--- src/sls_pkg.sv ---
// Types and constants of the SPI link supervisor.
`timescale 1ns / 1ps
`default_nettype none

package sls_pkg;

	localparam int CFG_IDX_W  = 3;
	localparam int CFG_DATA_W = 32;

	// Configuration register indexes.
	localparam logic [CFG_IDX_W-1:0] CFG_WRITE_CMD     = 3'd0;
	localparam logic [CFG_IDX_W-1:0] CFG_READ_CMD      = 3'd1;
	localparam logic [CFG_IDX_W-1:0] CFG_COUNTER_START = 3'd2;
	localparam logic [CFG_IDX_W-1:0] CFG_TIMEOUT_TICKS = 3'd3;
	localparam logic [CFG_IDX_W-1:0] CFG_REJECT_LIMIT  = 3'd4;

	// Item kinds.
	localparam logic [1:0] KIND_TICK    = 2'd0;
	localparam logic [1:0] KIND_TX_DONE = 2'd1;
	localparam logic [1:0] KIND_RX_DONE = 2'd2;
	localparam logic [1:0] KIND_ESTOP   = 2'd3;

	// Reported link states.
	localparam logic [1:0] LINK_IDLE      = 2'd0;
	localparam logic [1:0] LINK_RUNNING   = 2'd1;
	localparam logic [1:0] LINK_RESETTING = 2'd2;

	localparam logic [7:0] SAT_MAX = 8'hFF;

	localparam logic [7:0] RST_WRITE_CMD = 8'd1;
	localparam logic [7:0] RST_READ_CMD  = 8'd0;
	localparam logic [31:0] RST_COUNTER_START = 32'd0;
	localparam logic [7:0] RST_TIMEOUT_TICKS = 8'd5;
	localparam logic [7:0] RST_REJECT_LIMIT  = 8'd5;

	typedef struct packed {
		logic [1:0] kind;
		logic [7:0] command;
		logic       estop_level;
	} req_t;

	typedef struct packed {
		logic [1:0]  link_state;
		logic        accept_data;
		logic        clear_data;
		logic        notify;
		logic        link_error;
		logic [31:0] packet_count;
	} rsp_t;

endpackage

`default_nettype wire

--- src/spi_link_supervisor.sv ---
// Top level of the SPI link supervisor: input register, engine, result register.
//
//   Channel  Direction  Handshake                 Payload
//   req      in         req_valid / req_stall     req (kind, command, estop_level)
//   rsp      out        rsp_valid / rsp_stall     rsp (state, strobes, packet_count)
//   cfg      in         cfg_wr_en                 cfg_index, cfg_data
//
// One item per cycle is accepted while the result register is not stalled; its result
// passes through the input register and the result register before it is presented.
// The engine updates all supervisor state in the cycle an item moves from the
// input register to the result register.
// Reset clears the pipeline and loads the register defaults at once.
// A stalled result holds the input register; the next item is stalled at the request port.
`timescale 1ns / 1ps
`default_nettype none

module spi_link_supervisor (
	input  wire logic                           clk,
	input  wire logic                           arst_n,
	input  wire logic                           cfg_wr_en,
	input  wire logic [sls_pkg::CFG_IDX_W-1:0]  cfg_index,
	input  wire logic [sls_pkg::CFG_DATA_W-1:0] cfg_data,
	input  wire logic                           req_valid,
	output logic                                req_stall,
	input  wire sls_pkg::req_t                  req,
	output logic                                rsp_valid,
	input  wire logic                           rsp_stall,
	output sls_pkg::rsp_t                       rsp
);
	import sls_pkg::*;

	logic  valid_s1;
	req_t  item_s1;
	logic  valid_s2;
	rsp_t  rsp_s2;
	rsp_t  result;
	logic  advance;
	logic  take;

	assign advance   = valid_s1 && (!valid_s2 || !rsp_stall);
	assign req_stall = valid_s1 && !advance;
	assign take      = req_valid && !req_stall;

	sls_engine u_engine (
		.clk       (clk),
		.arst_n    (arst_n),
		.cfg_wr_en (cfg_wr_en),
		.cfg_index (cfg_index),
		.cfg_data  (cfg_data),
		.fire      (advance),
		.item      (item_s1),
		.result    (result)
	);

	always_ff @(posedge clk or negedge arst_n) begin
		if (!arst_n) begin
			valid_s1 <= 1'b0;
			valid_s2 <= 1'b0;
		end else begin
			if (take) begin
				valid_s1 <= 1'b1;
			end else if (advance) begin
				valid_s1 <= 1'b0;
			end
			if (advance) begin
				valid_s2 <= 1'b1;
			end else if (!rsp_stall) begin
				valid_s2 <= 1'b0;
			end
		end
	end

	always_ff @(posedge clk) begin
		if (take) begin
			item_s1 <= req;
		end
		if (advance) begin
			rsp_s2 <= result;
		end
	end

	assign rsp_valid = valid_s2;
	assign rsp       = rsp_s2;

endmodule

`default_nettype wire

--- src/sls_engine.sv ---
// Supervisor state, configuration registers and per-item update logic.
`timescale 1ns / 1ps
`default_nettype none

module sls_engine (
	input  wire logic                          clk,
	input  wire logic                          arst_n,
	input  wire logic                          cfg_wr_en,
	input  wire logic [sls_pkg::CFG_IDX_W-1:0] cfg_index,
	input  wire logic [sls_pkg::CFG_DATA_W-1:0] cfg_data,
	input  wire logic                          fire,
	input  wire sls_pkg::req_t                 item,
	output sls_pkg::rsp_t                      result
);
	import sls_pkg::*;

	typedef enum logic [1:0] {
		PH_IDLE      = 2'd0,
		PH_RUNNING   = 2'd1,
		PH_RESETTING = 2'd2
	} phase_t;

	logic [7:0]  write_cmd_q;
	logic [7:0]  read_cmd_q;
	logic [7:0]  timeout_q;
	logic [7:0]  limit_q;

	phase_t      phase_q, phase_d;
	logic [7:0]  silent_q, silent_d, silent_nx;
	logic        ready_q, ready_d;
	logic [7:0]  tally_q, tally_d;
	logic        error_q, error_d;
	logic        estop_q, estop_d;
	logic [31:0] tx_q, tx_d;

	logic        is_write, is_read;

	assign is_write = (item.command == write_cmd_q);
	assign is_read  = (item.command == read_cmd_q);

	always_comb begin
		phase_d   = phase_q;
		silent_d  = silent_q;
		silent_nx = silent_q;
		ready_d   = ready_q;
		tally_d   = tally_q;
		error_d   = error_q;
		estop_d   = estop_q;
		tx_d      = tx_q;
		result.accept_data = 1'b0;
		result.clear_data  = 1'b0;
		result.notify      = 1'b0;
		result.link_error  = 1'b0;
		case (item.kind)
			KIND_TICK: begin
				result.link_error = error_q;
				error_d = 1'b0;
				case (phase_q)
					PH_IDLE: begin
						if (ready_q) begin
							phase_d = PH_RUNNING;
						end
					end
					PH_RUNNING: begin
						if (ready_q) begin
							silent_nx = 8'd0;
							ready_d   = 1'b0;
						end else if (silent_q != SAT_MAX) begin
							silent_nx = silent_q + 8'd1;
						end
						if (silent_nx > timeout_q) begin
							silent_d = 8'd0;
							phase_d  = PH_RESETTING;
						end else begin
							silent_d = silent_nx;
						end
					end
					default: begin
						result.clear_data = 1'b1;
						result.notify     = 1'b1;
						phase_d = PH_IDLE;
					end
				endcase
			end
			KIND_TX_DONE: begin
				tx_d = tx_q + 32'd1;
			end
			KIND_RX_DONE: begin
				if (is_write || is_read) begin
					if (is_write) begin
						result.accept_data = ~estop_q;
						result.notify      = 1'b1;
					end
					ready_d = 1'b1;
					tally_d = 8'd0;
				end else begin
					if (tally_q > limit_q) begin
						error_d = 1'b1;
					end
					if (tally_q != SAT_MAX) begin
						tally_d = tally_q + 8'd1;
					end
				end
			end
			default: begin
				estop_d = item.estop_level;
				result.notify = item.estop_level;
			end
		endcase
		result.link_state   = phase_d;
		result.packet_count = tx_d;
	end

	always_ff @(posedge clk or negedge arst_n) begin
		if (!arst_n) begin
			write_cmd_q <= RST_WRITE_CMD;
			read_cmd_q  <= RST_READ_CMD;
			timeout_q   <= RST_TIMEOUT_TICKS;
			limit_q     <= RST_REJECT_LIMIT;
			phase_q     <= PH_IDLE;
			silent_q    <= 8'd0;
			ready_q     <= 1'b0;
			tally_q     <= 8'd0;
			error_q     <= 1'b0;
			estop_q     <= 1'b0;
			tx_q        <= RST_COUNTER_START;
		end else begin
			if (fire) begin
				phase_q  <= phase_d;
				silent_q <= silent_d;
				ready_q  <= ready_d;
				tally_q  <= tally_d;
				error_q  <= error_d;
				estop_q  <= estop_d;
				tx_q     <= tx_d;
			end
			if (cfg_wr_en) begin
				case (cfg_index)
					CFG_WRITE_CMD:     write_cmd_q <= cfg_data[7:0];
					CFG_READ_CMD:      read_cmd_q  <= cfg_data[7:0];
					// The start value also presets the live counter.
					CFG_COUNTER_START: tx_q        <= cfg_data;
					CFG_TIMEOUT_TICKS: timeout_q   <= cfg_data[7:0];
					CFG_REJECT_LIMIT:  limit_q     <= cfg_data[7:0];
					default: ;
				endcase
			end
		end
	end

endmodule

`default_nettype wire

--- config.mk ---
export PLATFORM = sky130hd
export DESIGN_NAME = spi_link_supervisor
export DESIGN_NICKNAME = d
export VERILOG_FILES = /design/src/sls_pkg.sv /design/src/spi_link_supervisor.sv /design/src/sls_engine.sv
export SDC_FILE = /design/constraint.sdc
export NUM_CORES = 1
export LEC_CHECK = 0
export BUFFER_PORTS_ARGS = -buffer_cell sky130_fd_sc_hd__buf_2
export CAP_MARGIN = 15
export CORE_MARGIN = 1
export CORE_UTILIZATION = 50
export CTS_CLUSTER_SIZE = 40
export DETAILED_ROUTE_END_ITERATION = 16
export PLACE_DENSITY = 0.71
export SLEW_MARGIN = 30
export SYNTH_ARGS = -nofsm -noshare
export SYNTH_HDL_FRONTEND = slang
export SYNTH_SLANG_ARGS = --single-unit
--- constraint.sdc ---
create_clock -name clk -period 4.9 [get_ports clk]
set_input_delay 0.735 -clock clk [delete_from_list [all_inputs] [get_ports clk]]
set_output_delay 0.735 -clock clk [all_outputs]
set_load 0.1 [all_outputs]
## Yosys cells after proc, flatten, opt, wreduce, memory -nomap -nowiden

Index checks and enable logic that the tools add are counted.

| word-level totals | value |
|---|---|
| input bits | 51 |
| register bits | 136 |
| memory bits (read-only) | 0 |
| memories | 0 |
| RAM bits | 0 |
| latch bits | 0 |
| output and inout port bits | 40 |

| cells by class | value |
|---|---|
| eq/ne operators | 16 |
| multiplexer cells | 29 |
| bitwise logic cells | 2 |
| shift-type cells | 0 |
| multipliers | 0 |
| $add $sub $neg | 3 |
| order comparisons | 2 |
| divide/modulo/power cells | 0 |
| reductions and logical operators | 27 |

Operators with widths:

| operator | number |
|---|---|
| 2-to-1 mux 32 bit | 4 |
| 2-to-1 mux 8 bit | 7 |
| adder 32 x 1 -> 32 bit, second input constant | 1 |
| adder 8 x 1 -> 8 bit, second input constant | 2 |
| == test 8 bit | 2 |
| > comparator 8 bit | 2 |
| inequality test 8 bit, second input constant | 2 |
| 2-to-1 mux 1 bit | 10 |
| AND reduction 2 bit | 5 |
| AND reduction 3 bit | 3 |
| 2-to-1 mux 2 bit | 4 |
| AND reduction 4 bit | 2 |
| == test 3 x 2 -> 1 bit, second input constant | 2 |
| inequality test 2 x 1 -> 1 bit, second input constant | 3 |
| nonzero test 2 bit | 3 |
| == test 2 x 1 -> 1 bit, second input constant | 2 |
| zero test 1 bit | 4 |
| zero test 2 bit | 2 |
| inequality test 2 bit, second input constant | 2 |
| one-hot mux 1 bit (2 select lines) | 2 |
| one-hot mux 2 bit (2 select lines) | 1 |
| == test 3 x 1 -> 1 bit, second input constant | 1 |
| == test 3 bit, second input constant | 1 |
| logical AND 1 bit | 3 |
| 7 further kinds | 9 |

## Logic depth before layout (Yosys ltp)

Gate-level depths: netlist of the first run.

| logic depth | value |
|---|---|
| word-level depth | 9 |
| depth in mapped cells | 12 |
| depth with buffers taken out | 12 |

## Modules after synthesis

From an unflattened synthesis of the first run, not the netlist that was laid out.

| unflattened totals | value |
|---|---|
| cell total of the unflattened synthesis | 673 |
| area total of the unflattened synthesis | 7094.3 sq um |

By module, submodules not included:

| module | times used | area an instance (sq um) | cells each |
|---|---|---|---|
| sls_engine | 1 | 5530.3 | 616 |
| spi_link_supervisor | 1 | 1564.0 | 57 |

## Least setup slack after synthesis of the first run

No wires, ideal clock.

| timing | value |
|---|---|
| path type | register to register |
| from | register u_engine.silent_q[0] |
| to | register u_engine.silent_q[5] |
| path buffers | 0 |
| cell stages (with the launch flop) | 12 |
| arrival | 2.742 ns |
| path slack | 2.055 ns |
| setup time | 0.103 ns |
| path through | dfrtp_1 > ha_1 > nand2_1 > nor3_2 > nor2_1 > nor2_1 > ha_1 > a21o_1 > a21o_1 > a221oi_2 > nor2_1 > o41ai_2 |

| on the way | value |
|---|---|
| longest elaborated chain between the ends | 7 |

RTL lines:

| item | RTL line | RTL |
|---|---|---|
| from (decl) | sls_engine.sv:29 | `logic [7:0] silent_q, silent_d, silent_nx;` |
| from (signal assigned) | sls_engine.sv:130 | `silent_q <= silent_d;` |
| adder 8 x 1 -> 8 bit or inequality test 8 bit (tied branches) | sls_engine.sv:69, sls_engine.sv:68 |  |
| 2-to-1 mux 8 bit (*) | sls_engine.sv:68 | `end else if (silent_q != SAT_MAX) begin` |
| 2-to-1 mux 8 bit (*) | sls_engine.sv:65 | `if (ready_q) begin` |
| 2-to-1 mux 8 bit (*) | sls_engine.sv:58 | `case (phase_q)` |
| 2-to-1 mux 8 bit (*) | sls_engine.sv:54 | `case (item.kind)` |
| > comparator 8 bit | sls_engine.sv:71 | `if (silent_nx > timeout_q) begin` |
| 2-to-1 mux 8 bit (*) | sls_engine.sv:71 |  |

Mark *: on every way between the ends. The rest lies on a longest branch, timed or not. The select of a mux whose other input is x is not followed.
A chain may end at the register's enable or synchronous reset.

## Worst setup path after layout of the first run

Ends and elaborated chain as after synthesis.

==> impl_metrics.tcl, run 1 <==
set metrics [dict create \
    p_sw_uw 1330 \
    synth.mux.area_fraction_pct 4.79 \
    drive_above_1_share_pct 24.6 \
    slew_headroom_pct 37.1 \
    route.detailed.wl_per_inst_um 17.2 \
    setup_tns_ps 0 \
    htree_num_levels 4 \
    path_buf_inv 0 \
    irDropWorstVdd_mv 0.392 \
    routed_wl_um 16200 \
    dieArea_sq_um 14900 \
    drtAntennaViolNets 0 \
    nFillCells 1189 \
    fin_hold_ws_ps 296 \
    p_leak_uw 0.00340 \
    grt_max_degree 65 \
    syn-num-nets 738 \
    cts-root-buf "clkbuf_16" \
    n_antenna_cell 0 \
    io_pins 91 \
    drc 0 \
    synth_xor_area_share_pct 9.72 \
    synth_compound_area_share_pct 8.12 \
    switching_share_pct 35.4 \
    syn_area_sq_um 7210 \
    critical_path.slowest_cell "nor3_2" \
    synth.distinct_cells 70 \
    fmax_mhz 296 \
    io_buffers 90 \
    arrival_ps 3690 \
    power_density_nw_per_um2 453 \
    drtIter0Drc 376 \
    ys.flop_type "dfrtp_1" \
    synth_seq_cells 136 \
    track_usage_pct 23.5 \
    maxCapViolCount 0 \
    rr_worst_depth 11 \
    insertion_delay_ps 420 \
    setup_violations 0 \
    clock_path_buffers 2 \
    place.gp.congestion 0.848 \
    async_flop_share_pct 64.0 \
    syn_to_final_growth_pct 14.8 \
    yosysSeqAreaShare_pct 50.7 \
    holdCritPathClass "primary input to asynchronous set/reset pin" \
    first_pass_iters 5 \
    rsz0062_at_grt "false" \
    post_cts_buffers 0 \
    post-route-period-util_pct 68.9 \
    tritoncts "done" \
    synth_top_family_by_area "simple AND/OR/NAND/NOR gates" \
    fin_crit_ps 3380 \
    vias 5321 \
    cpPeakStageDelay_ps 490 \
    fin_nets 818 \
    tightest_slew_ps 944 \
    synth_top_area_share_pct 28.5 \
    cts-hold-fix-buffers 0 \
    synth_most_common_cell "dfrtp_1" \
    crit_top_cell "nor2_1" \
    yosys.area_share.simple_pct 19.6 \
    r2r-end "u_engine.silent_q[5]" \
    fin_util_pct 59.2 \
    hold_violations 0 \
    synthCells 668 \
    grt_antenna_before_repair 0 \
    crit_chain "ha_1 > nand2_1 > nor3_2 > nor2_1 > nor2_1 > ha_1 > a21o_1 > a21o_1 > a221oi_2 > nor2_1 > o41ai_2" \
    rows 43 \
    critPathTopFamily "simple AND/OR/NAND/NOR gates" \
    clock_skew_ps 8.69 \
    pwr-share-comb_pct 25.7 \
    cp_max_fo 9 \
    grt_pass1_vias 5210 \
    synth_top_area_cell "dfrtp_1" \
    grt_pass1_wl_um 26300 \
    dp_slack_ps 1580 \
    drv_slew 0 \
    fin_ws_ps 1520 \
    yosys-top-cells-count "dfrtp_1, nand2_1, edfxtp_1, nor2_1, xor2_1" \
    synthAdderAreaFrac_pct 3.30 \
    overflow 0 \
    yosysWarnings 0 \
    pwr-share-clk_pct 30.8 \
    die_w_um 122 \
    synth_edf_count 49 \
    yosys-top-cells-area "dfrtp_1, edfxtp_1, xor2_1" \
    cellInternalPower_uw 2420 \
    clk_pin_slew_ps 50 \
    worstSetupPathType "flop to flop" \
    avgSynthCellArea_sq_um 10.8 \
    reg2reg_from "u_engine.silent_q[0]" \
    critical_path.startpoint_type "flop" \
    core_sq_um 14000 \
    numCtsBuffers 17 \
    ff2ff_setup_slack_ps 1520 \
    clkSinkCount 136 \
    dp_hpwl_um 11400 \
    die_y_um 122 \
    cp.depth 11 \
    worstPathRequired_ps 5210 \
    cts_resized 0 \
    start_util_pct 51.5 \
    status "finished, final reports clean" \
    seqPwrFrac_pct 43.5 \
    vias_per_cell 5.65 \
    endpoint_kind "flop" \
]
layout make-up:
type,count,area (sq um),area share [%]
inverter,21,78.8,0.952
sequential,136,3650,44.2
multi-input combinational,478,3300,39.8
clock buffer,23,489,5.91
timing repair buffer,94,483,5.84
tap,180,225,2.72
clock inverter,9,48.8,0.590
layer usage:
layer / track usage [%] / share of wire, % / vias up
met5: 0 / 0 / -
met4: 8.23 / 1.4 / 0
met3: 6.13 / 5.5 / 19
met2: 38.1 / 48 / 173
met1: 30.2 / 45 / 2595
li1: - / - / 2534
worst reg2reg max path, cell delays in order, from the launching register on:
cell	delay, ps
dfrtp_1	460
ha_1	270
nand2_1	160
nor3_2	490
nor2_1	170
nor2_1	120
ha_1	260
a21o_1	180
a21o_1	180
a221oi_2	360
nor2_1	260
o41ai_2	350
sequential cells by signal, indices dropped and copies added (netlist names):
signal                cells
rsp_valid                 1
u_engine.estop_q          1
u_engine.timeout_q        8
u_engine.ready_q          1
u_engine.limit_q          8
rsp                      38
item_s1                  11
u_engine.tx_q            32
u_engine.error_q          1
u_engine.read_cmd_q       8
u_engine.tally_q          8
u_engine.silent_q         8
valid_s1                  1
u_engine.write_cmd_q      8
u_engine.phase_q          2
how the worst max path moves through the flow:
stage / endpoint / startpoint / slack, ps
final: u_engine.silent_q[5] / u_engine.silent_q[0] / 1520
after detailed placement: rsp[36] / u_engine.silent_q[0] / 1580
after floorplan: u_engine.silent_q[5] / u_engine.silent_q[0] / 2050
after global routing: rsp[36] / u_engine.silent_q[0] / 1160
after global placement: rsp[36] / u_engine.silent_q[0] / 1670
after CTS: u_engine.silent_q[5] / u_engine.silent_q[0] / 1540
per-stage QoR:
step / power (uW) / cell area, sq um / cells
final: 3750 / 8280 / 941
after detailed placement: 2600 / 7740 / 909
after global routing: 3930 / 8280 / 941
after CTS: 3760 / 8280 / 941
after global placement: 2550 / 7740 / 909
after floorplan: 2380 / 7210 / 668
layout by cell type, fill, tap and decap left out, types with 17 or more instances in the layout:
master	synthesis	layout
ha_1	19	19
clkbuf_16	0	18
nand2_1	74	74
edfxtp_1	49	49
o21ai_1	18	18
o21ai_0	30	30
a21oi_1	18	18
nand4_1	17	17
dfrtp_1	82	82
inv_1	21	20
buf_2	9	89
mux2_2	28	28
nor2_1	46	46
nand3_1	19	19
nor3_1	21	21
xor2_1	44	44
xnor2_1	36	36
cells by family after synthesis:
logic type      after synthesis
compound gates               97
xor+xnor                     80
fa+ha+maj                    19
buf+inv                      54
flops                       136
mux                          31
simple gates                251
power by group through the flow:
stage	logic, uW	clock network (uW)	registers (uW)
finish	962	1160	1630
global route	1050	1220	1660
CTS	965	1170	1620
detailed placement	958	0	1640
global placement	927	0	1630
floorplan	488	0	1890
(Power assumes the default switching activity.)
==> inputs of run 2 (changes only) <==
==> constraint.sdc (replaced) <==
create_clock -name clk -period 3.55 [get_ports clk]
set_input_delay 0.5325 -clock clk [delete_from_list [all_inputs] [get_ports clk]]
set_output_delay 0.5325 -clock clk [all_outputs]
set_load 0.1 [all_outputs]
==> run 2 against run 1 <==
Compared with the run above: flip-flop and latch count did not move; critical endpoint is now u_engine.silent_q[1]; sequential power rose by 38%; critical path depth did not move; global-route usage fell by 0.31 points; via count fell by 0.60%; register-to-register slack got worse by 1200 ps; die area did not move; clock-buffer cell count fell by 1; total power rose by 43%; first-iteration DRC count rose by 6.9%; largest cell class unchanged; worst setup slack got worse by 1200 ps; cell area rose by 1.1%.
==> impl_metrics.tcl, run 2 (synthesis results as in run 1) <==
set metrics [dict create \
    crit_chain "ha_1 > nand2_1 > nor3_4 > nor2_1 > nor2_1 > ha_1 > a21o_1 > a21o_1 > a221oi_2 > nor2_1 > o31ai_1" \
    largest_reg_flops 38 \
    io_pins 91 \
    cts_resized 0 \
    track_usage_pct 23.1 \
    htree_num_levels 4 \
    status "finished, final reports clean" \
    first_pass_iters 6 \
    rsz0062_at_grt "false" \
    register_area_sq_um 3650 \
    slew_headroom_pct 38.6 \
    reg2reg_from "u_engine.silent_q[0]" \
    ff2ff_setup_slack_ps 310 \
    io_buffers 90 \
    n_antenna_cell 0 \
    critPathTopFamily "simple AND/OR/NAND/NOR gates" \
    setup_tns_ps 0 \
    arrival_ps 3550 \
    grt_pass1_vias 5197 \
    maxCapViolCount 0 \
    grt_pass1_wl_um 26300 \
    crit_top_cell "nor2_1" \
    vias 5289 \
    mostFrequentLayoutCells "buf_2, dfrtp_1, nand2_1, edfxtp_1, nor2_1" \
    drv_slew 0 \
    dieArea_sq_um 14900 \
    r2r-end "u_engine.silent_q[1]" \
    path_buf_inv 0 \
    grt_max_degree 68 \
    drtIter0Drc 402 \
    critical_path.slowest_cell "dfrtp_1" \
    clock_skew_ps 7.87 \
    cpPeakStageDelay_ps 470 \
    cts-root-buf "clkbuf_16" \
    placed_cells 911 \
    clk_pin_slew_ps 60 \
    power_density_nw_per_um2 642 \
    overflow 0 \
    dp_hpwl_um 11000 \
    endpoint_kind "flop" \
    tightest_slew_ps 922 \
    place.gp.congestion 0.932 \
    numCtsBuffers 17 \
    clkSinkCount 136 \
    clock_path_buffers 2 \
    tritoncts "done" \
    vias_per_cell 5.61 \
    layout_commonest_cell "buf_2" \
    die_y_um 122 \
    p_leak_uw 0.00345 \
    syn_to_final_growth_pct 16.2 \
    die_w_um 122 \
    nFillCells 1204 \
    irDropWorstVdd_mv 0.359 \
    core_sq_um 14000 \
    fin_nets 820 \
    routed_wl_um 15900 \
    grt_antenna_before_repair 0 \
    post_cts_buffers 0 \
    multi_input_area_sq_um 3300 \
    holdCritPathClass "primary input to asynchronous set/reset pin" \
    final_cells 943 \
    rows 43 \
    drtAntennaViolNets 0 \
    hold_violations 0 \
    fin_crit_ps 3240 \
    drive_above_1_share_pct 24.9 \
    drc 0 \
    cts-hold-fix-buffers 0 \
    critical_path.startpoint_type "flop" \
    worstSetupPathType "flop to flop" \
    setup_violations 0 \
    cp_max_fo 9 \
    post-route-period-util_pct 91.2 \
    rr_worst_depth 11 \
    worstPathRequired_ps 3860 \
    fmax_mhz 309 \
    start_util_pct 51.5 \
    route.detailed.wl_per_inst_um 16.9 \
    insertion_delay_ps 420 \
]
## run 2: cell type report
type | count | area share (%)
Clock inverter | 10 | 1.72
Sequential cell | 136 | 43.7
Timing Repair Buffer | 96 | 5.99
Clock buffer | 22 | 5.54
Tap cell | 180 | 2.69
Inverter | 21 | 0.942
Multi-Input combinational cell | 478 | 39.5
## run 2: worst max-delay path by stage
stage,start,endpoint,slack (ps),cells after the start
after global routing,u_engine.silent_q[0],u_engine.silent_q[1],10,11
final,u_engine.silent_q[0],u_engine.silent_q[1],310,11
after global placement,u_engine.silent_q[0],rsp[36],440,12
after detailed placement,u_engine.silent_q[0],u_engine.silent_q[1],250,11
after floorplan,u_engine.silent_q[0],u_engine.silent_q[5],700,11
after CTS,u_engine.silent_q[0],u_engine.silent_q[1],230,11
## run 2: worst register-to-register path, stage by stage (launching register included)
cell and delay (ps):
dfrtp_1 470, ha_1 260, nand2_1 180, nor3_4 390, nor2_1 140, nor2_1 130, ha_1 270, a21o_1 180
a21o_1 180, a221oi_2 360, nor2_1 240, o31ai_1 330
## run 2: per-layer routing
layer | vias to the layer above | global-route usage [%] | routed length, um
met4 | 0 | 10.1 | 340
met2 | 177 | 36.4 | 7450
met5 | - | 0 | 0
li1 | 2540 | - | -
met3 | 24 | 4.73 | 855
met1 | 2548 | 30.9 | 7250
## run 2: power breakdown
group	switching, uW	leakage [uW]	total (uW)	internal (uW)
clock	667	0.000287	1810	1150
sequential	295	0.00154	2250	1960
combinational	883	0.00162	1310	427
total	1840	0.00345	5370	3530
## run 2: stage by stage
step / power (uW) / utilization (%) / hold WS (ps) / worst slack (ps) / cell area, sq um
5_1_grt: 5630 / 59.8 / 171 / 14.5 / 8370
2_1_floorplan: 3280 / - / 237 / 705 / 7210
3_3_place_gp: 3520 / 55.4 / 448 / 437 / 7750
4_1_cts: 5400 / 59.8 / 259 / 227 / 8360
3_5_place_dp: 3580 / 55.4 / 463 / 247 / 7750
6_report: 5370 / 59.8 / 116 / 312 / 8370
